===== src/rtl/core/edc_pkg.sv =====
// Package for the epoch-seconds to UTC date converter.
// Holds the transfer payload types, calendar constants, reciprocal multipliers
// and the month offset table. It depends on nothing else.
package edc_pkg;

    // Payload of one input transfer.
    typedef struct packed {
        logic [31:0] epoch_seconds;
    } t_time_item;

    // Payload of one output transfer.
    typedef struct packed {
        logic [5:0]  second_of_minute;
        logic [5:0]  minute_of_hour;
        logic [4:0]  hour_of_day;
        logic [4:0]  day_of_month;
        logic [3:0]  month_number;
        logic [11:0] calendar_year;
        logic [2:0]  weekday;
    } t_date_item;

    // Calendar constants.
    localparam int unsigned SECS_PER_DAY   = 86400;
    localparam int unsigned SECS_PER_HOUR  = 3600;
    localparam int unsigned SECS_PER_MIN   = 60;
    localparam int unsigned DAYS_PER_WEEK  = 7;
    localparam int unsigned EPOCH_WEEKDAY  = 4;
    localparam int unsigned DAYS_TO_EPOCH  = 719527;
    localparam int unsigned JAN_FEB_DAYS   = 59;
    localparam int unsigned DAYS_IN_400Y   = 146097;
    localparam int unsigned MARCH_BASE_DAY = 306;

    // Days since 1970 plus this offset gives days since March 1 of year 0.
    localparam int unsigned MARCH_DAY_OFS = DAYS_TO_EPOCH - JAN_FEB_DAYS;

    // Reciprocal multipliers: floor(x / d) == (x * ceil(2^k / d)) >> k, exact
    // whenever x < 2^(k - ceil(log2 d)).
    // Days: the seconds count is shifted right by 7 first, leaving x / 675.
    localparam int unsigned DAY_SHIFT  = 35;
    localparam longint unsigned DAY_RECIP_L = ((64'd1 << DAY_SHIFT) + 64'd674) / 64'd675;
    localparam logic [25:0] DAY_RECIP  = 26'(DAY_RECIP_L);

    // Weekday: quotient by 7 of a 16-bit day count.
    localparam int unsigned WDAY_SHIFT = 19;
    localparam longint unsigned WDAY_RECIP_L = ((64'd1 << WDAY_SHIFT) + 64'd6) / 64'd7;
    localparam logic [16:0] WDAY_RECIP = 17'(WDAY_RECIP_L);

    // Hour: quotient by 3600 of a 17-bit second count.
    localparam int unsigned HOUR_SHIFT = 29;
    localparam longint unsigned HOUR_RECIP_L = ((64'd1 << HOUR_SHIFT) + 64'd3599) / 64'd3600;
    localparam logic [17:0] HOUR_RECIP = 18'(HOUR_RECIP_L);

    // Minute: quotient by 60 of a 12-bit second count.
    localparam int unsigned MIN_SHIFT  = 18;
    localparam longint unsigned MIN_RECIP_L = ((64'd1 << MIN_SHIFT) + 64'd59) / 64'd60;
    localparam logic [12:0] MIN_RECIP  = 13'(MIN_RECIP_L);

    // Year estimate: (days + 2) * 400 / 146097, the factor 400 folded in.
    localparam int unsigned YEAR_SHIFT = 47;
    localparam longint unsigned YEAR_BASE_L =
        ((64'd1 << YEAR_SHIFT) + 64'(DAYS_IN_400Y) - 64'd1) / 64'(DAYS_IN_400Y);
    localparam logic [38:0] YEAR_RECIP = 39'(YEAR_BASE_L * 64'd400);

    // Century: quotient by 100 of a 12-bit year.
    localparam int unsigned CENT_SHIFT = 19;
    localparam longint unsigned CENT_RECIP_L = ((64'd1 << CENT_SHIFT) + 64'd99) / 64'd100;
    localparam logic [12:0] CENT_RECIP = 13'(CENT_RECIP_L);

    // Month: (yday + 31) * 10 / 306, the factor 10 folded in.
    localparam int unsigned MON_SHIFT  = 21;
    localparam longint unsigned MON_BASE_L =
        ((64'd1 << MON_SHIFT) + 64'(MARCH_BASE_DAY) - 64'd1) / 64'(MARCH_BASE_DAY);
    localparam logic [16:0] MON_RECIP  = 17'(MON_BASE_L * 64'd10);

    // Day-of-year at which a March-based month starts, 367 * m / 12 - 30.
    // Month zero never occurs.
    function automatic logic [8:0] month_offset(input logic [3:0] mon);
        logic [8:0] ofs;
        case (mon)
            4'd1:    ofs = 9'd0;
            4'd2:    ofs = 9'd31;
            4'd3:    ofs = 9'd61;
            4'd4:    ofs = 9'd92;
            4'd5:    ofs = 9'd122;
            4'd6:    ofs = 9'd153;
            4'd7:    ofs = 9'd184;
            4'd8:    ofs = 9'd214;
            4'd9:    ofs = 9'd245;
            4'd10:   ofs = 9'd275;
            4'd11:   ofs = 9'd306;
            4'd12:   ofs = 9'd337;
            default: ofs = 9'd0;
        endcase
        return ofs;
    endfunction

endpackage


===== src/rtl/core/edc_stream_if.sv =====
// Valid/ready stream interface used by both channels of the date converter.
// The payload type is a parameter; the types come from edc_pkg.
interface edc_stream_if #(
    parameter type T = logic
);
    logic valid;
    logic ready;
    T     payload;

    modport source (output valid, output payload, input ready);
    modport sink   (input valid, input payload, output ready);
endinterface


===== src/rtl/core/epoch_seconds_to_utc_date.sv =====
// Top level of the epoch-seconds to UTC date converter, a nine-stage pipeline.
// Depends on edc_pkg for types and constants and on edc_stream_if for ports.
//
//  Port    Dir  Payload       Contents
//  i_time  in   t_time_item   seconds since 1970-01-01 00:00:00 UTC
//  o_date  out  t_date_item   second, minute, hour, day, month, year, weekday
//
// An input transfer moves through the stage registers in order into the output
// register. One item is taken every cycle unless output stalls; each stage
// holds a few multiplications by constants or a short add-and-compare.
// The whole pipeline advances when the output register is empty or taken;
// while the output is stalled every stage holds, so nothing is lost.
// Reset clears the stage valid bits only.
module epoch_seconds_to_utc_date (
    input  logic               i_clk,
    input  logic               i_rst_n,
    edc_stream_if.sink         i_time,
    edc_stream_if.source       o_date
);

    localparam int unsigned NUM_STAGES = 9;

    logic [NUM_STAGES-1:0] r_vld;
    logic                  w_adv;

    // Stage registers.
    logic [31:0]        r_s0_secs;
    logic [31:0]        r_s1_secs;
    logic [15:0]        r_s1_days;
    logic [16:0]        r_s2_rem;
    logic [19:0]        r_s2_dnum;
    logic [16:0]        r_s2_wd_t;
    logic [12:0]        r_s2_wd_q;
    logic [16:0]        r_s3_rem;
    logic [4:0]         r_s3_hour;
    logic [2:0]         r_s3_wday;
    logic [19:0]        r_s3_dnum;
    logic [11:0]        r_s3_yest;
    logic [11:0]        r_s4_rsec;
    logic [4:0]         r_s4_hour;
    logic [2:0]         r_s4_wday;
    logic [19:0]        r_s4_dnum;
    logic [11:0]        r_s4_yest;
    logic [4:0]         r_s4_y100;
    logic [19:0]        r_s4_y365;
    logic [11:0]        r_s5_rsec;
    logic [5:0]         r_s5_min;
    logic [4:0]         r_s5_hour;
    logic [2:0]         r_s5_wday;
    logic signed [10:0] r_s5_yday_raw;
    logic               r_s5_leap;
    logic [11:0]        r_s5_yest;
    logic [5:0]         r_s6_sec;
    logic [5:0]         r_s6_min;
    logic [4:0]         r_s6_hour;
    logic [2:0]         r_s6_wday;
    logic [8:0]         r_s6_yday;
    logic [11:0]        r_s6_year;
    logic [5:0]         r_s7_sec;
    logic [5:0]         r_s7_min;
    logic [4:0]         r_s7_hour;
    logic [2:0]         r_s7_wday;
    logic [8:0]         r_s7_yday;
    logic [11:0]        r_s7_year;
    logic [3:0]         r_s7_mon;
    edc_pkg::t_date_item r_out;

    // Next values.
    logic [50:0]        n_day_prod;
    logic [15:0]        n_days;
    logic [31:0]        n_day_secs;
    logic [16:0]        n_rem;
    logic [19:0]        n_dnum;
    logic [16:0]        n_wd_t;
    logic [33:0]        n_wd_prod;
    logic [34:0]        n_hour_prod;
    logic [4:0]         n_hour;
    logic [16:0]        n_wd_mul;
    logic [2:0]         n_wday;
    logic [19:0]        n_dnum2;
    logic [58:0]        n_year_prod;
    logic [11:0]        n_yest;
    logic [16:0]        n_hour_secs;
    logic [11:0]        n_rsec;
    logic [24:0]        n_cent_prod;
    logic [19:0]        n_y365;
    logic [24:0]        n_min_prod;
    logic [19:0]        n_dby;
    logic [10:0]        n_yday_raw;
    logic               n_leap;
    logic [11:0]        n_sec_full;
    logic [8:0]         n_yday;
    logic [11:0]        n_year;
    logic [8:0]         n_mon_arg;
    logic [25:0]        n_mon_prod;
    logic [8:0]         n_mday_full;
    edc_pkg::t_date_item n_out;

    // The pipeline moves when the output register is empty or being taken.
    assign w_adv        = !r_vld[NUM_STAGES-1] || o_date.ready;
    assign i_time.ready = w_adv;
    assign o_date.valid = r_vld[NUM_STAGES-1];
    assign o_date.payload = r_out;

    // Valid bits travel with the data.
    always_ff @(posedge i_clk) begin
        if (!i_rst_n) begin
            r_vld <= '0;
        end else if (w_adv) begin
            r_vld <= {r_vld[NUM_STAGES-2:0], i_time.valid};
        end
    end

    // Stage 1: whole days, as (seconds >> 7) / 675.
    always_comb begin
        n_day_prod = 51'(r_s0_secs[31:7]) * 51'(edc_pkg::DAY_RECIP);
        n_days     = n_day_prod[edc_pkg::DAY_SHIFT+15:edc_pkg::DAY_SHIFT];
    end

    // Stage 2: seconds of the day, March-based day number, weekday quotient.
    always_comb begin
        n_day_secs = 32'(r_s1_days) * 32'(edc_pkg::SECS_PER_DAY);
        n_rem      = 17'(r_s1_secs - n_day_secs);
        n_dnum     = 20'(r_s1_days) + 20'(edc_pkg::MARCH_DAY_OFS);
        n_wd_t     = 17'(r_s1_days) + 17'(edc_pkg::EPOCH_WEEKDAY);
        n_wd_prod  = 34'(n_wd_t) * 34'(edc_pkg::WDAY_RECIP);
    end

    // Stage 3: hour, weekday remainder and the Gauss year estimate.
    always_comb begin
        n_hour_prod = 35'(r_s2_rem) * 35'(edc_pkg::HOUR_RECIP);
        n_hour      = n_hour_prod[edc_pkg::HOUR_SHIFT+4:edc_pkg::HOUR_SHIFT];
        n_wd_mul    = 17'(r_s2_wd_q) * 17'(edc_pkg::DAYS_PER_WEEK);
        n_wday      = 3'(r_s2_wd_t - n_wd_mul);
        n_dnum2     = r_s2_dnum + 20'd2;
        n_year_prod = 59'(n_dnum2) * 59'(edc_pkg::YEAR_RECIP);
        n_yest      = n_year_prod[edc_pkg::YEAR_SHIFT+11:edc_pkg::YEAR_SHIFT];
    end

    // Stage 4: seconds within the hour, century count and 365 * year.
    always_comb begin
        n_hour_secs = 17'(r_s3_hour) * 17'(edc_pkg::SECS_PER_HOUR);
        n_rsec      = 12'(r_s3_rem - n_hour_secs);
        n_cent_prod = 25'(r_s3_yest) * 25'(edc_pkg::CENT_RECIP);
        n_y365      = 20'(r_s3_yest) * 20'd365;
    end

    // Stage 5: minute, raw day of year and the leap flag of the estimate.
    always_comb begin
        n_min_prod = 25'(r_s4_rsec) * 25'(edc_pkg::MIN_RECIP);
        n_dby      = r_s4_y365 + 20'(r_s4_yest[11:2]) - 20'(r_s4_y100)
                   + 20'(r_s4_y100[4:2]);
        n_yday_raw = 11'(r_s4_dnum - n_dby);
        n_leap     = (r_s4_yest[1:0] == 2'd0)
                  && ((r_s4_yest != 12'(r_s4_y100) * 12'd100) || (r_s4_y100[1:0] == 2'd0));
    end

    // Stage 6: second, and the year correction when the day went negative.
    always_comb begin
        n_sec_full = r_s5_rsec - 12'(r_s5_min) * 12'(edc_pkg::SECS_PER_MIN);
        if (r_s5_yday_raw[10]) begin
            n_yday = 9'(r_s5_yday_raw + 11'sd365 + 11'(r_s5_leap));
            n_year = r_s5_yest - 12'd1;
        end else begin
            n_yday = 9'(r_s5_yday_raw);
            n_year = r_s5_yest;
        end
    end

    // Stage 7: March-based month from the day of year.
    always_comb begin
        n_mon_arg  = r_s6_yday + 9'd31;
        n_mon_prod = 26'(n_mon_arg) * 26'(edc_pkg::MON_RECIP);
    end

    // Stage 8: day of month and the shift back to a January-based year.
    always_comb begin
        n_mday_full            = r_s7_yday + 9'd1 - edc_pkg::month_offset(r_s7_mon);
        n_out.second_of_minute = r_s7_sec;
        n_out.minute_of_hour   = r_s7_min;
        n_out.hour_of_day      = r_s7_hour;
        n_out.day_of_month     = n_mday_full[4:0];
        n_out.weekday          = r_s7_wday;
        if (r_s7_yday >= 9'(edc_pkg::MARCH_BASE_DAY)) begin
            n_out.month_number  = r_s7_mon - 4'd10;
            n_out.calendar_year = r_s7_year + 12'd1;
        end else begin
            n_out.month_number  = r_s7_mon + 4'd2;
            n_out.calendar_year = r_s7_year;
        end
    end

    // Payload registers, all held while the output is stalled.
    always_ff @(posedge i_clk) begin
        if (w_adv) begin
            r_s0_secs     <= i_time.payload.epoch_seconds;

            r_s1_secs     <= r_s0_secs;
            r_s1_days     <= n_days;

            r_s2_rem      <= n_rem;
            r_s2_dnum     <= n_dnum;
            r_s2_wd_t     <= n_wd_t;
            r_s2_wd_q     <= n_wd_prod[edc_pkg::WDAY_SHIFT+12:edc_pkg::WDAY_SHIFT];

            r_s3_rem      <= r_s2_rem;
            r_s3_hour     <= n_hour;
            r_s3_wday     <= n_wday;
            r_s3_dnum     <= r_s2_dnum;
            r_s3_yest     <= n_yest;

            r_s4_rsec     <= n_rsec;
            r_s4_hour     <= r_s3_hour;
            r_s4_wday     <= r_s3_wday;
            r_s4_dnum     <= r_s3_dnum;
            r_s4_yest     <= r_s3_yest;
            r_s4_y100     <= n_cent_prod[edc_pkg::CENT_SHIFT+4:edc_pkg::CENT_SHIFT];
            r_s4_y365     <= n_y365;

            r_s5_rsec     <= r_s4_rsec;
            r_s5_min      <= n_min_prod[edc_pkg::MIN_SHIFT+5:edc_pkg::MIN_SHIFT];
            r_s5_hour     <= r_s4_hour;
            r_s5_wday     <= r_s4_wday;
            r_s5_yday_raw <= n_yday_raw;
            r_s5_leap     <= n_leap;
            r_s5_yest     <= r_s4_yest;

            r_s6_sec      <= n_sec_full[5:0];
            r_s6_min      <= r_s5_min;
            r_s6_hour     <= r_s5_hour;
            r_s6_wday     <= r_s5_wday;
            r_s6_yday     <= n_yday;
            r_s6_year     <= n_year;

            r_s7_sec      <= r_s6_sec;
            r_s7_min      <= r_s6_min;
            r_s7_hour     <= r_s6_hour;
            r_s7_wday     <= r_s6_wday;
            r_s7_yday     <= r_s6_yday;
            r_s7_year     <= r_s6_year;
            r_s7_mon      <= n_mon_prod[edc_pkg::MON_SHIFT+3:edc_pkg::MON_SHIFT];

            r_out         <= n_out;
        end
    end

    // After the leap-year correction the day of year is within one year.
    a_yday_range: assert property (@(posedge i_clk) disable iff (!i_rst_n)
        r_vld[6] |-> (r_s6_yday <= 9'd365))
        else $error("day of year out of range after correction");

    // Every delivered date names a real month and day.
    a_date_range: assert property (@(posedge i_clk) disable iff (!i_rst_n)
        o_date.valid |-> (o_date.payload.month_number >= 4'd1)
                      && (o_date.payload.month_number <= 4'd12)
                      && (o_date.payload.day_of_month >= 5'd1))
        else $error("month or day of month out of range");

    // Every delivered time of day and weekday is in range.
    a_time_range: assert property (@(posedge i_clk) disable iff (!i_rst_n)
        o_date.valid |-> (o_date.payload.hour_of_day <= 5'd23)
                      && (o_date.payload.minute_of_hour <= 6'd59)
                      && (o_date.payload.second_of_minute <= 6'd59)
                      && (o_date.payload.weekday <= 3'd6))
        else $error("time of day or weekday out of range");

endmodule


===== src/flat_wrapper.sv =====
// flat-port wrapper written by rule: the top's interface ports become plain ports
module epoch_seconds_to_utc_date_flat 
  (i_clk, i_rst_n, i_time_valid, i_time_payload, i_time_ready, o_date_valid, o_date_payload, o_date_ready);
  edc_stream_if #(.T(edc_pkg::t_time_item)) i_time_i ();
  edc_stream_if #(.T(edc_pkg::t_date_item)) o_date_i ();
  input  logic i_clk;
  input  logic i_rst_n;
  input wire logic [$bits(i_time_i.valid)-1:0] i_time_valid;
  input wire logic [$bits(i_time_i.payload)-1:0] i_time_payload;
  output wire logic [$bits(i_time_i.ready)-1:0] i_time_ready;
  output wire logic [$bits(o_date_i.valid)-1:0] o_date_valid;
  output wire logic [$bits(o_date_i.payload)-1:0] o_date_payload;
  input wire logic [$bits(o_date_i.ready)-1:0] o_date_ready;
  assign i_time_i.valid = i_time_valid;
  assign i_time_i.payload = i_time_payload;
  assign i_time_ready = i_time_i.ready;
  assign o_date_valid = o_date_i.valid;
  assign o_date_payload = o_date_i.payload;
  assign o_date_i.ready = o_date_ready;
  epoch_seconds_to_utc_date u_core (.i_clk(i_clk), .i_rst_n(i_rst_n), .i_time(i_time_i), .o_date(o_date_i));
endmodule

===== config.mk =====
export PLATFORM = sky130hd
export DESIGN_NAME = epoch_seconds_to_utc_date_flat
export DESIGN_NICKNAME = d
export VERILOG_FILES = /design/src/rtl/core/edc_pkg.sv /design/src/rtl/core/edc_stream_if.sv /design/src/rtl/core/epoch_seconds_to_utc_date.sv /design/src/flat_wrapper.sv
export SDC_FILE = /design/constraint.sdc
export NUM_CORES = 2
export LEC_CHECK = 0
export BUFFER_PORTS_ARGS = -buffer_cell sky130_fd_sc_hd__buf_2
export CORE_UTILIZATION = 60
export CTS_CLUSTER_SIZE = 8
export DETAILED_ROUTE_END_ITERATION = 7
export HOLD_SLACK_MARGIN = 0.15
export PLACE_DENSITY_LB_ADDON = 0.12
export SYNTH_ARGS = -nofsm -noshare
export SYNTH_HDL_FRONTEND = slang
export SYNTH_SLANG_ARGS = --single-unit

===== constraint.sdc =====
create_clock -name i_clk -period 32.4 [get_ports i_clk]
set_clock_uncertainty 0.2 [all_clocks]
set_input_delay 6.48 -clock i_clk [delete_from_list [all_inputs] [get_ports i_clk]]
set_output_delay 6.48 -clock i_clk [all_outputs]
set_load 0.05 [all_outputs]

**Word level (Yosys, flattened, before mapping)**

Memory sizes are Yosys's and may differ from the RTL's. A register that Yosys moved wholly into a read port is not among the register bits.
Index checks and enable logic that the tools add are counted.

- Logic and storage cells: 93
- Bits in registers: 400
- ROM bits: 144
- Memories kept: 1
- Input port bits: 36
- Output and inout bits: 43

Memories:

| memory | words | bits a word | read ports | clocked after memory_dff | wr ports | RTL line | text |
|---|---|---|---|---|---|---|---|
| (name not given) | 16 | 9 | 1 | 1 | 0 | edc_pkg.sv:79 | `case (mon)` |

- Equal/unequal tests: 1
- Multiplexer cells: 4
- $mul: 13
- Reduce and logical (&&, ||, !) cells: 6
- $add $sub $neg: 20
- Order comparisons: 1

Operators by type and width:

| operator | number |
|---|---|
| 20-bit by 35-bit multiplier with 55-bit output, second input constant | 1 |
| 25-bit by 26-bit multiplier with 51-bit output, second input constant | 1 |
| 17-bit by 18-bit multiplier with 34-bit output, second input constant | 1 |
| 17-bit by 17-bit multiplier with 32-bit output, second input constant | 1 |
| 12-bit by 13-bit multiplier with 24-bit output, second input constant | 1 |
| 12-bit by 12-bit multiplier with 23-bit output, second input constant | 1 |
| 9-bit by 15-bit multiplier with 23-bit output, second input constant | 1 |
| 16-bit by 20-bit adder with 20-bit output, second input constant | 1 |
| 20-bit by 2-bit adder with 20-bit output, second input constant | 1 |
| 16-bit by 3-bit adder with 17-bit output, second input constant | 1 |
| 17-bit subtractor | 1 |
| 16-bit by 10-bit multiplier with 10-bit output, second input constant | 1 |
| 16-bit two-way mux | 1 |
| 13-bit by 3-bit multiplier with 3-bit output, second input constant | 1 |
| 12-bit by 1-bit adder with 12-bit output, second input constant | 1 |
| 12-bit by 9-bit multiplier with 11-bit output, second input constant | 1 |
| 12-bit two-way mux | 1 |
| 12-bit inequality test | 1 |
| 12-bit by 1-bit subtractor with 12-bit output, second input constant | 1 |
| 12-bit subtractor | 1 |
| 11-bit by 10-bit adder with 11-bit output | 1 |
| 11-bit by 3-bit adder with 11-bit output | 1 |
| 11-bit subtractor | 1 |
| 11-bit by 5-bit subtractor with 11-bit output | 1 |
| 19 further kinds | 21 |

**Depth between registers and ports, before layout**

- Depth after elaboration: 4
- Depth in mapped cells: 31
- Depth with buffers taken out: 30

**Least setup slack after synthesis**

OpenSTA, ideal clock, no wires.

- Path kind: input to output
- Start point: input port o_date_ready
- End point: output port i_time_ready
- Required time: 25.720 ns
- Data arrival time: 17.342 ns
- Slack: 8.378 ns
- Path buffers: 1
- Stages on the path: 3
- Cell sequence: nor2b_1 -> inv_1 -> clkbuf_1

- Word-level cells in the longest chain between the ends: 1

RTL lines:

| element | RTL line | text |
|---|---|---|
| start, declared | flat_wrapper.sv:13 | `input wire logic [$bits(o_date_i.ready)-1:0] o_date_ready;` |
| 1-bit logical OR | epoch_seconds_to_utc_date.sv:100 | `assign w_adv = !r_vld[NUM_STAGES-1] \|\| o_date.ready;` |
| end, declared | flat_wrapper.sv:10 | `output wire logic [$bits(i_time_i.ready)-1:0] i_time_ready;` |

No other way between the ends.

**Worst setup path after layout**

Same ends and word-level chain as after synthesis.

==> metrics.yaml <==
worstSkewPairLatency_ns: 0.63
clkTransAtPathRegs_ns: 0.05
grt_use_met2: 0.427
areaGrowthSynthToFinish_pct: 6.90
top_usage_layer: "met2"
synth_ff_type: "edfxtp_1"
yosys-top-cells-area: "fa_1 28%, ha_1 27%, edfxtp_1 23%"
maxCapViolCount: 0
syn_nets: 6020
dr.pass1.iters: 7
cts_max_path_buffers: 3
cts_tree: "built"
finalSetupViolations: 0
gr-usage-met1: 0.332
yosysMostFrequentCell: "inv_1"
hold_path.class: "flop to flop"
synth_seq_area_share: 0.233
die-width_um: 288
vias_per_cell: 5.30
synth_area_leader_cell: "fa_1"
drive_gt1_frac: 0.0417
hold_buffers: 0
worstSetupEndpointType: "primary output"
ios: 79
ys_ff_latch: 386
status: "finished clean"
grt.met3_usage: 0.0295
min_period_over_period: 0.444
cp.required_ns: 25.72
die-height_um: 288
yosysTopAreaCellShare: 0.275
clock-root-buffer: "clkbuf_16"
wl_per_cell_um: 17.5
maxSlewViolCount: 0
clkSinkCount: 386
start_kind: "input pin"
drt-total-wl_um: 95800
gp_congestion: 0.969
ys_types: 69
tns_ns: 0
max_freq_ghz: 0.0695
avgSynthCellArea_um2: 11.6
fin_crit_ns: 14.40
htree_levels: 2
tightestPinTransition_ns: 1.25
path_class: "input pin to primary output"
nNetsFinal: 6159
antenna_found_initial: 0
rows: 104
relSlewSlack: 0.147
grt_pass1_vias: 31420
cp_max_fo: 100
gr-total-overflow: 0
io_buffers: 78
cts_resized: 0
initial_core_util: 0.608
cts_buffers: 56
hold_viol_final: 0
yosys_warnings: 0
postCtsSetupBuffers: 0
ff2ff_setup_slack_ns: 23.19
drt_iter0_markers: 1319
antenna_cells: 0
synth_cells: 4246
critPathArrivalTime_ns: 7.72
dp_hpwl_um: 80500
ant_nets: 0
grt_pass1_wl_um: 160000
drc_errors: 0
synth_common_cells: "1,118 x inv_1, 1,064 x ha_1, 674 x fa_1, 372 x edfxtp_1, 162 x xnor2_1"
netlist_area_um2: 49100
rsz0062_at_grt: "false"
synthArstFlopShare: 0
synth_edf_count: 372
globalRouteTotalUtil: 0.247
grt_max_degree: 101
coreArea_um2: 80700
dieArea_um2: 82900
dr_total_vias: 28998
## through the flow
step,hold slack [ns],std cells,worst slack [ns],cell area (um2),utilization
2_1_floorplan,0.200,4246,8.38,49100,-
3_3_place_gp,0.200,5387,17.95,50900,0.630
3_5_place_dp,0.205,5387,17.94,50900,0.630
4_1_cts,0.211,5469,17.93,52400,0.650
5_1_grt,0.220,5469,17.87,52400,0.650
6_report,0.210,5469,18.00,52400,0.650
## logic make-up (layout without fill, tap and decap cells)
group | count (synthesis) | in the layout | share of synthesized area
muxes | 10 | 10 | 0.00212
buffers and inverters | 1130 | 1293 | 0.0865
adders and majority gates | 1738 | 1738 | 0.546
and+or+nand+nor | 376 | 376 | 0.0388
DFF | 386 | 386 | 0.233
AOI/OAI and AO/OA | 367 | 367 | 0.0499
xor gates and xnor gates | 239 | 239 | 0.0428
## worst paths after layout
path                             from             endpoint  cells after the start
setup / recovery         o_date_ready         i_time_ready                      5
hold / removal    u_core.r_s5_hour[3]  u_core.r_s6_hour[3]                      0
setup reg to reg  u_core.r_s2_wd_t[1]  u_core.r_s3_yest[8]                     26
hold reg to reg   u_core.r_s5_hour[3]  u_core.r_s6_hour[3]                      0
## placed cells by master (no fill, tap or decap), types with 61 or more instances in the layout
| cell | n |
|---|---|
| ha_1 | 1064 |
| inv_1 | 1117 |
| nor2_1 | 67 |
| xnor2_1 | 161 |
| a21oi_1 | 109 |
| buf_2 | 78 |
| nand2_1 | 103 |
| a21o_1 | 68 |
| xor2_1 | 76 |
| edfxtp_1 | 372 |
| o21ai_0 | 61 |
| fa_1 | 674 |
## cell type report
| cell class | instances | area (um2) |
|---|---|---|
| Inverter | 1119 | 4210 |
| Fill cell | 6331 | 28200 |
| Timing Repair Buffer | 92 | 495 |
| Tap cell | 1060 | 1330 |
| Clock buffer | 72 | 1460 |
| Sequential cell | 386 | 11500 |
| Clock inverter | 10 | 128 |
| Multi-Input combinational cell | 2730 | 33400 |
## flip-flops by register name, summed over array words and instances (netlist names), 9 cells and up, named ones only
name,count
u_core.r_s7_year,12
u_core.r_s3_rem,12
u_core.r_s4_y365,11
u_core.r_s3_dnum,11
u_core.r_s2_rem,17
u_core.r_s1_days,16
u_core.r_s1_secs,17
u_core.r_s5_yday_raw,10
u_core.r_s7_yday,9
u_core.r_s4_dnum,11
u_core.r_s6_year,12
u_core.r_s4_rsec,12
u_core.r_s0_secs,32
u_core.r_s6_yday,9
u_core.r_vld,9
u_core.r_s3_yest,12
u_core.r_s2_dnum,15
u_core.r_s4_yest,10
u_core.o_date.payload,41
u_core.r_s5_yest,12
## critical path, cell delays in order
cell	delay (ns)
buf_2	0.08
nor2b_1	0.04
buf_4	0.20
inv_8	0.43
buf_2	0.43
## routing by layer
layer	up-vias	routed length, um	share of wire
li1	14091	-	-
met1	14309	43400	0.45
met2	456	46400	0.48
met3	142	3610	0.038
met4	0	2330	0.024
met5	-	0	0
Power is not shown: default switching activity piles up to over one toggle a cycle in this logic, so the estimate is an artifact.
